===== src/sixax_pkg.sv =====
`timescale 1ns / 1ps
// ----------------------------------------------------------------------------
// sixax_pkg
// shared types and character codes for the six-axis serial packet decoder
// ----------------------------------------------------------------------------
package sixax_pkg;

  // control characters on the serial link
  localparam logic [7:0] CH_CR    = 8'h0D;
  localparam logic [7:0] CH_CARET = 8'h5E;
  localparam logic [7:0] CH_XON   = 8'h11;
  localparam logic [7:0] CH_XOFF  = 8'h13;
  localparam logic [7:0] CH_KEY   = 8'h4B;
  localparam logic [7:0] CH_DATA  = 8'h44;

  // escaped bytes other than a caret keep only their low five bits
  localparam logic [7:0] ESC_MASK = 8'h1F;

  // only the head of a packet is ever decoded: kind, period and six words
  localparam int READ_BYTES = 15;
  localparam int NUM_AXES   = 6;

  // decoupling queue between front and back
  localparam int QUEUE_DEPTH = 2;

  typedef enum logic {
    KIND_BUTTON = 1'b0,
    KIND_MOTION = 1'b1
  } sixax_kind_t;

  // one classified packet, handed from front to back
  typedef struct packed {
    sixax_kind_t                  kind;
    logic [8:0]                   buttons;
    logic [15:0]                  period;
    logic [NUM_AXES-1:0][15:0]    words;
  } sixax_cmd_t;

endpackage


===== src/sixax_front.sv =====
`timescale 1ns / 1ps
// ----------------------------------------------------------------------------
// sixax_front
// byte intake: flow-control stripping, escape handling, packet assembly
// ----------------------------------------------------------------------------
module sixax_front import sixax_pkg::*; #(
  parameter int BUFFER_BYTES = 64
) (
  input  logic       clk,
  input  logic       rst,
  input  logic       accept,
  input  logic [7:0] rx_byte,
  output logic       push,
  output sixax_cmd_t cmd
);

  localparam int CW = $clog2(BUFFER_BYTES + 1);

  logic [7:0]    store [READ_BYTES];
  logic [CW-1:0] fill;
  logic          esc;

  logic          do_store;
  logic [7:0]    store_byte;
  logic          is_end;

  always_comb begin
    do_store   = 1'b0;
    store_byte = rx_byte;
    is_end     = 1'b0;
    if (esc) begin
      do_store = 1'b1;
      if (rx_byte != CH_CARET) begin
        store_byte = rx_byte & ESC_MASK;
      end
    end else if (rx_byte == CH_XON || rx_byte == CH_XOFF || rx_byte == CH_CARET) begin
      do_store = 1'b0;
    end else if (rx_byte == CH_CR) begin
      is_end = 1'b1;
    end else begin
      do_store = 1'b1;
    end
  end

  assign push = accept && is_end && (fill != '0) &&
                (store[0] == CH_KEY || store[0] == CH_DATA);

  always_comb begin
    cmd.kind    = (store[0] == CH_DATA) ? KIND_MOTION : KIND_BUTTON;
    cmd.buttons = {store[1][4:0], store[2][3:0]};
    cmd.period  = {store[1], store[2]};
    for (int j = 0; j < NUM_AXES; j++) begin
      cmd.words[j] = {store[3 + 2 * j], store[4 + 2 * j]};
    end
  end

  always_ff @(posedge clk) begin
    if (rst) begin
      fill <= '0;
      esc  <= 1'b0;
      for (int i = 0; i < READ_BYTES; i++) begin
        store[i] <= '0;
      end
    end else if (accept) begin
      if (esc) begin
        esc <= 1'b0;
      end else if (rx_byte == CH_CARET) begin
        esc <= 1'b1;
      end
      if (is_end) begin
        fill <= '0;
      end else if (do_store && fill != CW'(BUFFER_BYTES)) begin
        fill <= fill + 1'b1;
        // bytes past the decoded head are counted but never read back
        for (int i = 0; i < READ_BYTES; i++) begin
          if (fill == CW'(i)) begin
            store[i] <= store_byte;
          end
        end
      end
    end
  end

endmodule


===== src/sixax_queue.sv =====
`timescale 1ns / 1ps
// ----------------------------------------------------------------------------
// sixax_queue
// short fifo of classified packets between front and back
// ----------------------------------------------------------------------------
module sixax_queue import sixax_pkg::*; (
  input  logic       clk,
  input  logic       rst,
  input  logic       push,
  input  sixax_cmd_t push_cmd,
  input  logic       pop,
  output logic       not_empty,
  output logic       not_full,
  output sixax_cmd_t head
);

  localparam int PW = (QUEUE_DEPTH > 1) ? $clog2(QUEUE_DEPTH) : 1;
  localparam int NW = $clog2(QUEUE_DEPTH + 1);

  sixax_cmd_t    slots [QUEUE_DEPTH];
  logic [PW-1:0] wr_ptr;
  logic [PW-1:0] rd_ptr;
  logic [NW-1:0] count;

  assign not_empty = (count != '0);
  assign not_full  = (count != NW'(QUEUE_DEPTH));
  assign head      = slots[rd_ptr];

  always_ff @(posedge clk) begin
    if (push) begin
      slots[wr_ptr] <= push_cmd;
    end
  end

  always_ff @(posedge clk) begin
    if (rst) begin
      wr_ptr <= '0;
      rd_ptr <= '0;
      count  <= '0;
    end else begin
      if (push) begin
        wr_ptr <= (wr_ptr == PW'(QUEUE_DEPTH - 1)) ? '0 : wr_ptr + 1'b1;
      end
      if (pop) begin
        rd_ptr <= (rd_ptr == PW'(QUEUE_DEPTH - 1)) ? '0 : rd_ptr + 1'b1;
      end
      if (push && !pop) begin
        count <= count + 1'b1;
      end else if (pop && !push) begin
        count <= count - 1'b1;
      end
    end
  end

  a_no_overflow: assert property (@(posedge clk) disable iff (rst)
    push |-> (not_full || pop))
    else $error("queue written while full");

  a_no_underflow: assert property (@(posedge clk) disable iff (rst)
    pop |-> not_empty)
    else $error("queue read while empty");

  a_push_fills: assert property (@(posedge clk) disable iff (rst)
    (push && !pop) |=> not_empty)
    else $error("queue empty after a lone push");

endmodule


===== src/sixax_back.sv =====
`timescale 1ns / 1ps
// ----------------------------------------------------------------------------
// sixax_back
// packet execution: button delta tracking and six axis products
// ----------------------------------------------------------------------------
module sixax_back import sixax_pkg::*; (
  input  logic                clk,
  input  logic                rst,
  input  logic                cmd_valid,
  input  sixax_cmd_t          cmd,
  output logic                pop,
  output logic                out_valid,
  input  logic                out_ready,
  output logic [0:0]          packet_kind,
  output logic [8:0]          button_bits,
  output logic [8:0]          button_changes,
  output logic signed [31:0]  axis_tx,
  output logic signed [31:0]  axis_ty,
  output logic signed [31:0]  axis_tz,
  output logic signed [31:0]  axis_rx,
  output logic signed [31:0]  axis_ry,
  output logic signed [31:0]  axis_rz
);

  logic [8:0]                last_buttons;
  logic [NUM_AXES-1:0][31:0] prod;

  assign pop = cmd_valid && (!out_valid || out_ready);

  // unsigned 16 x 16 products, landing straight in the output register
  always_comb begin
    for (int j = 0; j < NUM_AXES; j++) begin
      prod[j] = 32'(cmd.period) * 32'(cmd.words[j]);
    end
  end

  always_ff @(posedge clk) begin
    if (rst) begin
      out_valid    <= 1'b0;
      last_buttons <= '0;
    end else if (pop) begin
      out_valid <= 1'b1;
      if (cmd.kind == KIND_BUTTON) begin
        last_buttons <= cmd.buttons;
      end
    end else if (out_ready) begin
      out_valid <= 1'b0;
    end
  end

  always_ff @(posedge clk) begin
    if (pop) begin
      packet_kind <= cmd.kind;
      if (cmd.kind == KIND_BUTTON) begin
        button_bits    <= cmd.buttons;
        button_changes <= cmd.buttons ^ last_buttons;
        axis_tx        <= '0;
        axis_ty        <= '0;
        axis_tz        <= '0;
        axis_rx        <= '0;
        axis_ry        <= '0;
        axis_rz        <= '0;
      end else begin
        button_bits    <= '0;
        button_changes <= '0;
        axis_tx        <= prod[0];
        axis_ty        <= prod[1];
        axis_tz        <= prod[2];
        axis_rx        <= prod[3];
        axis_ry        <= prod[4];
        axis_rz        <= prod[5];
      end
    end
  end

  a_delta: assert property (@(posedge clk) disable iff (rst)
    (pop && cmd.kind == KIND_BUTTON) |=>
      (button_changes == (button_bits ^ $past(last_buttons)) &&
       last_buttons == button_bits))
    else $error("button change set does not match previous set");

  a_motion_no_buttons: assert property (@(posedge clk) disable iff (rst)
    (out_valid && packet_kind == KIND_MOTION) |-> (button_bits == '0))
    else $error("motion result carries button bits");

  a_out_hold: assert property (@(posedge clk) disable iff (rst)
    (out_valid && !out_ready) |=> (out_valid && $stable(packet_kind) &&
                                   $stable(axis_tx) && $stable(button_bits)))
    else $error("result changed while stalled");

endmodule


===== src/six_axis_serial_packet_decoder_core.sv =====
`timescale 1ns / 1ps
// ----------------------------------------------------------------------------
// six_axis_serial_packet_decoder_core
// turns a stream of serial bytes into button and six-axis motion results
// ----------------------------------------------------------------------------
//
//   channel | signals                          | payload
//   --------+----------------------------------+--------------------------------
//   in      | in_valid, in_ready               | rx_byte
//   out     | out_valid, out_ready             | packet_kind, button_bits,
//           |                                  | button_changes, axis_tx..rz
//
// one byte is taken every cycle while in_ready is high; a result can leave every cycle
// while out_ready is high; a decodable packet reaches the output as follows:
//   the front pushes it into the queue at the edge that takes the carriage
//   return, and the back multiplies it into the output register when it pops it
// in_ready falls only when the two-entry queue is full behind a stalled output
// synchronous reset clears the packet head, fill count, escape flag and button history
// ----------------------------------------------------------------------------
module six_axis_serial_packet_decoder_core import sixax_pkg::*; #(
  parameter int BUFFER_BYTES = 64
) (
  input  logic               clk,
  input  logic               rst,
  input  logic               in_valid,
  output logic               in_ready,
  input  logic [7:0]         rx_byte,
  output logic               out_valid,
  input  logic               out_ready,
  output logic [0:0]         packet_kind,
  output logic [8:0]         button_bits,
  output logic [8:0]         button_changes,
  output logic signed [31:0] axis_tx,
  output logic signed [31:0] axis_ty,
  output logic signed [31:0] axis_tz,
  output logic signed [31:0] axis_rx,
  output logic signed [31:0] axis_ry,
  output logic signed [31:0] axis_rz
);

  logic       accept;
  logic       push;
  logic       pop;
  logic       q_not_empty;
  logic       q_not_full;
  sixax_cmd_t push_cmd;
  sixax_cmd_t head_cmd;

  // every byte waits on queue space, so a closing byte always finds a slot
  assign in_ready = q_not_full;
  assign accept   = in_valid && in_ready;

  // front: assembles packets and classifies them at carriage return
  sixax_front #(
    .BUFFER_BYTES (BUFFER_BYTES)
  ) u_front (
    .clk     (clk),
    .rst     (rst),
    .accept  (accept),
    .rx_byte (rx_byte),
    .push    (push),
    .cmd     (push_cmd)
  );

  // decoupling queue so a stalled output does not stop byte intake at once
  sixax_queue u_queue (
    .clk       (clk),
    .rst       (rst),
    .push      (push),
    .push_cmd  (push_cmd),
    .pop       (pop),
    .not_empty (q_not_empty),
    .not_full  (q_not_full),
    .head      (head_cmd)
  );

  // back: button history and axis products, held in the output register
  sixax_back u_back (
    .clk            (clk),
    .rst            (rst),
    .cmd_valid      (q_not_empty),
    .cmd            (head_cmd),
    .pop            (pop),
    .out_valid      (out_valid),
    .out_ready      (out_ready),
    .packet_kind    (packet_kind),
    .button_bits    (button_bits),
    .button_changes (button_changes),
    .axis_tx        (axis_tx),
    .axis_ty        (axis_ty),
    .axis_tz        (axis_tz),
    .axis_rx        (axis_rx),
    .axis_ry        (axis_ry),
    .axis_rz        (axis_rz)
  );

endmodule

===== config.mk =====
export PLATFORM = sky130hd
export DESIGN_NAME = six_axis_serial_packet_decoder_core
export DESIGN_NICKNAME = d
export VERILOG_FILES = /design/src/sixax_pkg.sv /design/src/sixax_front.sv /design/src/sixax_queue.sv /design/src/sixax_back.sv /design/src/six_axis_serial_packet_decoder_core.sv
export SDC_FILE = /design/constraint.sdc
export NUM_CORES = 2
export LEC_CHECK = 0
export BUFFER_PORTS_ARGS = -buffer_cell sky130_fd_sc_hd__buf_4
export CAP_MARGIN = 30
export CORE_MARGIN = 5
export CORE_UTILIZATION = 42
export DETAILED_ROUTE_END_ITERATION = 12
export GPL_TIMING_DRIVEN = 0
export PLACE_DENSITY = 0.66
export SLEW_MARGIN = 25
export SYNTH_ARGS = -nofsm -noshare
export SYNTH_HDL_FRONTEND = slang
export SYNTH_SLANG_ARGS = --single-unit

===== constraint.sdc =====
create_clock -name clk -period 18.4 [get_ports clk]
set_clock_uncertainty 0.15 [all_clocks]
set_input_delay 0.92 -clock clk [delete_from_list [all_inputs] [get_ports clk]]
set_output_delay 0.92 -clock clk [all_outputs]
set_load 0.1 [all_outputs]

==> Yosys cells after proc, flatten, opt, wreduce, memory -nomap -nowiden <==
Memory sizes are Yosys's and may differ from the RTL's. A register that Yosys moved wholly into a read port is not among the register bits.
Index checks and enable logic that the tools add are counted.
{ "op_classes": {"addsub": 5, "mul": 6, "eq_ne": 23, "mux": 130, "bitwise_logic": 17, "reduce_logical": 23} }
{ "op_table": {"columns": ["cell", "count"], "rows": [
  ["multiplier 16 x 16 -> 32 bit", 6],
  ["2-to-1 mux 8 bit", 17],
  ["2-to-1 mux 1 bit", 109],
  ["== test 7 x 4 -> 1 bit (second input constant)", 7],
  ["== test 7 x 3 -> 1 bit (second input constant)", 4],
  ["== test 8 x 7 -> 1 bit (second input constant)", 3],
  ["== test 8 x 5 -> 1 bit (second input constant)", 2],
  ["OR 1 bit", 15],
  ["== test 7 x 2 -> 1 bit (second input constant)", 2],
  ["2-to-1 mux 7 bit", 2],
  ["XOR 9 bit", 1],
  ["== test 8 x 4 -> 1 bit (second input constant)", 1],
  ["logical AND 1 bit", 8],
  ["inequality test 8 x 7 -> 1 bit (second input constant)", 1],
  ["nonzero test 2 bit", 4],
  ["adder 7 x 1 -> 7 bit (second input constant)", 1],
  ["== test 7 x 1 -> 1 bit (second input constant)", 1],
  ["zero test 7 bit", 1],
  ["inequality test 7 bit (second input constant)", 1],
  ["nonzero test 7 bit", 1],
  ["logical OR 1 bit", 4],
  ["2-to-1 mux 2 bit", 2],
  ["AND reduction 2 bit", 2],
  ["zero test 1 bit", 3],
  ["5 further kinds", 6]
]} }
{ "word_totals": {"ff_bits": 233, "ramBits": 364, "elab_cells": 222, "mem_count": 2} }
{ "mem_list": {"columns": ["memory", "words", "word_bits", "rd", "rd_ports_with_merged_regs", "write_ports", "line_no", "rtl"], "rows": [
  ["u_queue.slots", 2, 122, 1, 1, 1, "sixax_queue.sv:20", "sixax_cmd_t slots [QUEUE_DEPTH];"],
  ["u_front.store", 15, 8, 15, 0, 15, "sixax_front.sv:19", "logic [7:0] store [READ_BYTES];"]
]} }

==> Longest topological paths before layout <==
{ "logic_depth": {"depth_word": 12, "mapped_depth": 28, "ltp_nobuf": 22} }

==> Modules after synthesis <==
From an unflattened synthesis, not the netlist that was laid out.
{ "hier_totals": {"cells_unflattened": 7405, "area_unflattened_um2": 74420.1} }
{ "modules_own_cells": {"columns": ["mod", "instances", "cells_each", "area_per_inst_um2"], "rows": [
  ["sixax_back", 1, 6572, 59604.7],
  ["sixax_queue", 1, 402, 9345.2],
  ["sixax_front", 1, 430, 5464.0],
  ["six_axis_serial_packet_decoder_core", 1, 1, 6.3]
]} }

==> Worst setup path after synthesis <==
Ideal clock, no wire load.
{ "synth_path": {"path_kind": "register to register", "from": "register u_queue.count[0]", "to": "memory u_queue.slots[0][0] in the netlist's numbering, enable pin", "arrival_time_ns": 7.283, "t_required_ns": 17.650, "setup_slack_ns": 10.367, "stages_incl_launch_ff": 7, "n_path_buf": 1, "synth_period_minus_slack_ns": 8.033, "cell_sequence": "dfxtp_1 nand2b_1 and2_1 clkbuf_1 nand2_1 a2111oi_2 nor2b_1"} }
{ "synth_between": {"elab_chain_cells": 7} }
{ "synth_lines": {"columns": ["item", "line_no", "rtl"], "rows": [
  ["start: declaration", "sixax_queue.sv:23", "logic [NW-1:0] count;"],
  ["start signal: assignment", "sixax_queue.sv:48", "count <= count + 1'b1;"],
  ["start signal: assignment", "sixax_queue.sv:50", "count <= count - 1'b1;"],
  ["inequality test 2 bit", "sixax_queue.sv:26", "assign not_full = (count != NW'(QUEUE_DEPTH));"],
  ["net in_ready", "six_axis_serial_packet_decoder_core.sv:26", "output logic in_ready,"],
  ["logical AND 1 bit", "six_axis_serial_packet_decoder_core.sv:51", "assign accept = in_valid && in_ready;"],
  ["logical AND 1 bit (3 in a row)", "sixax_front.sv:45", "assign push = accept && is_end && (fill != '0) &&"],
  ["net push", "six_axis_serial_packet_decoder_core.sv:42", "logic push;"],
  ["2-to-1 mux 1 bit", "sixax_queue.sv:30", "if (push) begin"],
  ["2-to-1 mux 1 bit (not written as such)", "sixax_queue.sv:31", "slots[wr_ptr] <= push_cmd;"],
  ["end: declaration", "sixax_queue.sv:20", null]
]} }
The timed path passes the listed nets, and every way through them passes these cells.

==> impl_results.md <==
* R2R Setup Slk at 9150 ps
* Final min period at 9250 ps
* Total grt overflow at 0
* Final ANT Viol Nets at 0
* Post-CTS Hold Buffers at 0
* Fin. max-slew vios at 0
* Distinct cells, synth at 77
* DRC at 0
* Post-synth EDFFs at 557
* Port bufs at 224
* CP arrival at 9490 ps
* Mapped Nets at 9,073
* Outcome: finished clean
* Crit. End Element: register
* Worst hold stages at 0
* Cell area after synthesis at 71,200 µm²
* Commonest non-fill, non-tap cells in the layout: inv_1 (1,389), fa_1 (1,164), nor2_1 (1,044)
* Avg WL per Cell at 25.9 µm
* Vias after detailed routing at 54,500
* Number of global-route vias before repair at 55,900
* Fillers at 16,000
* Register area at 17,200 µm²
* Gpl congestion at 1.00
* Setup TNS at 0 ps
* HPWL Detailed at 201,000 µm
* Ys async rst share at 0
* Share of cells above drive strength 1 at 0.0898
* Post_cts resized at 0
* Max-cap viol count at 0
* Vias/cell at 5.49
* CP Capture Point: u_back.axis_tx[31]$_SDFFCE_PN0P_
* Fin. Hold Viols at 0
* Cells after Synth at 7,268
* Overall Global Routing Usage at 0.288
* Worst-path maximum fanout at 10
* Proportion of synthesized chip area in sequential cells at 0.242
* Area growth syn-to-layout at 11.6%
* Die W at 422 µm
* RSZ-0062 raised after global routing: no
* Critical Path RT at 18,640 ps
* Worst R2R End: u_back.axis_tx[31]$_SDFFCE_PN0P_
* HP Class: reg2reg
* Initial core utilization at 0.421
* First-pass GRT wire length at 375,000 µm
* H-tree depth at 3
* Clk Latency, worst-skew pair at 700 ps
* Ys Warns at 0
* CTS tree: yes
* Die height at 422 µm
* #FFs+latches synth at 580
* Pin count of the biggest net entering global routing at 93
* Clock Tree Buf Depth at 3
* Worst reg-to-reg path cell count at 27
* Inserted Clock Buffers at 69
* Mean post-synth cell area at 9.79 µm²
* Commonest non-fill, non-tap cell in the layout: inv_1
* Post-CTS setup buffers at 0
* Initial DRT Pass Iterations at 5
* CTS sink count at 580
* Top Ports at 225
* Die area at 178,000 µm²
* Main flop type after synthesis: edfxtp_1
* Std-Cell Rows at 151
* Final Cycle Share at 0.503
* Final net count at 9,437
* Worst-path clk slew at 60 ps
* Worst setup SP type: register
* Multi-input logic area at 47,600 µm²
* Core area at 169,000 µm²
* Antenna violations before repair at 18
* CTS root buf: clkbuf_16
* FMAX at 108 MHz
* Most used cell, CP: fa_1
* Drt total wl at 257,000 µm
* Final setup fails at 0
* Kind of critical path: reg2reg
* Slew headroom at 0.259
* Starting DRT DRC Count at 5,781
* Max incr delay on CP at 750 ps
* Least-Margin Pin Slew at 1080 ps
* Slowest library cell on the worst path: buf_1
-- cell type report --
cell class                      count  area share
Timing Repair Buffer              293      0.0362
Sequential cell                   580       0.216
Multi-Input combinational cell   4982       0.600
Antenna cell                       22    0.000693
Tap cell                         2218      0.0349
Buffer                            314      0.0171
Clock inverter                     47     0.00638
Clock buffer                       78      0.0226
Inverter                         1392      0.0659
-- how the worst min path moves through the flow --
stage / startpoint / end / slack (ps)
2_1_floorplan: u_front.store[0][32]$_SDFFCE_PN0P_ / u_queue.slots[0][0]$_DFFE_PP_ / 270
3_3_place_gp: u_front.store[0][18]$_SDFFCE_PN0P_ / u_queue.slots[0][114]$_DFFE_PP_ / 270
3_5_place_dp: u_front.store[0][104]$_DFFE_PP_ / u_queue.slots[0][88]$_DFFE_PP_ / 280
4_1_cts: u_front.store[0][62]$_SDFFCE_PN0P_ / u_queue.slots[1][46]$_DFFE_PP_ / 290
5_1_grt: u_front.store[0][44]$_SDFFCE_PN0P_ / u_queue.slots[0][28]$_DFFE_PP_ / 300
6_report: u_front.store[0][62]$_SDFFCE_PN0P_ / u_queue.slots[1][46]$_DFFE_PP_ / 290
-- synthesized netlist by cell type, types with 36 or more instances --
library cell | count | area [µm²]
nand2_1 | 943 | 3540
edfxtp_1 | 557 | 16700
o21ai_0 | 52 | 260
mux2_2 | 94 | 1060
mux2i_1 | 110 | 1100
a21o_1 | 87 | 653
fa_1 | 1164 | 23300
and2_1 | 56 | 350
nor2_1 | 1044 | 3920
clkbuf_1 | 272 | 1020
xnor2_1 | 91 | 797
a21oi_1 | 167 | 836
nor3_1 | 41 | 205
xor2_1 | 68 | 596
inv_1 | 1390 | 5220
or2_2 | 36 | 225
ha_1 | 629 | 7870
o21ai_1 | 39 | 195
-- worst max-delay path: cells and delay by family (launching register included) --
kind	cells	cell delay (ps)
adder cells (fa/ha/maj)	7	3400
XOR/XNOR	1	670
buffers and inverters	10	2610
flip-flops	1	310
AO/OA/AOI/OAI	6	1200
multiplexers	1	320
AND/OR/NAND/NOR	2	280
-- flip-flops by register name, indices dropped and copies added, names as in the netlist, 2 cells and up, named ones only --
name,flops
u_back.axis_ty,32
u_queue.slots,226
u_front.store,120
u_back.axis_ry,32
u_back.last_buttons,9
u_back.button_bits,9
u_back.axis_tx,32
u_back.axis_rz,32
u_back.button_changes,9
u_front.fill,7
u_back.axis_rx,32
u_queue.count,2
u_back.axis_tz,32
-- cell families after synthesis --
kind of cell	after synthesis	synth area share
simple gates	2263	0.129
fa+ha+maj	1793	0.438
buf+inv	1706	0.0904
flops	580	0.242
compound gates	562	0.0513
mux	205	0.0305
xor+xnor	159	0.0196
-- per-layer routing --
layer  share of wire  vias to the layer above  track usage
li1                -                    23400            -
met1            0.38                    27400        0.366
met5         0.00030                        -            0
met2            0.42                     3042        0.429
met4           0.083                       10        0.190
met3            0.11                      734       0.0847
-- stage by stage --
stage                     hold WS [ps]  std cells  instance area, µm²  worst slack (ps)   util
after floorplan                    271       7268               71200             10370      -
after global placement             272       9710               75600              6140  0.448
after detailed placement           281       9766               77000              9230  0.456
after CTS                          289       9891               79300              9220  0.469
after global routing               304       9907               79400              8790  0.470
final                              291       9926               79400              9150  0.470
Power is not shown: default switching activity piles up to over one toggle a cycle in this logic, so the estimate is an artifact.
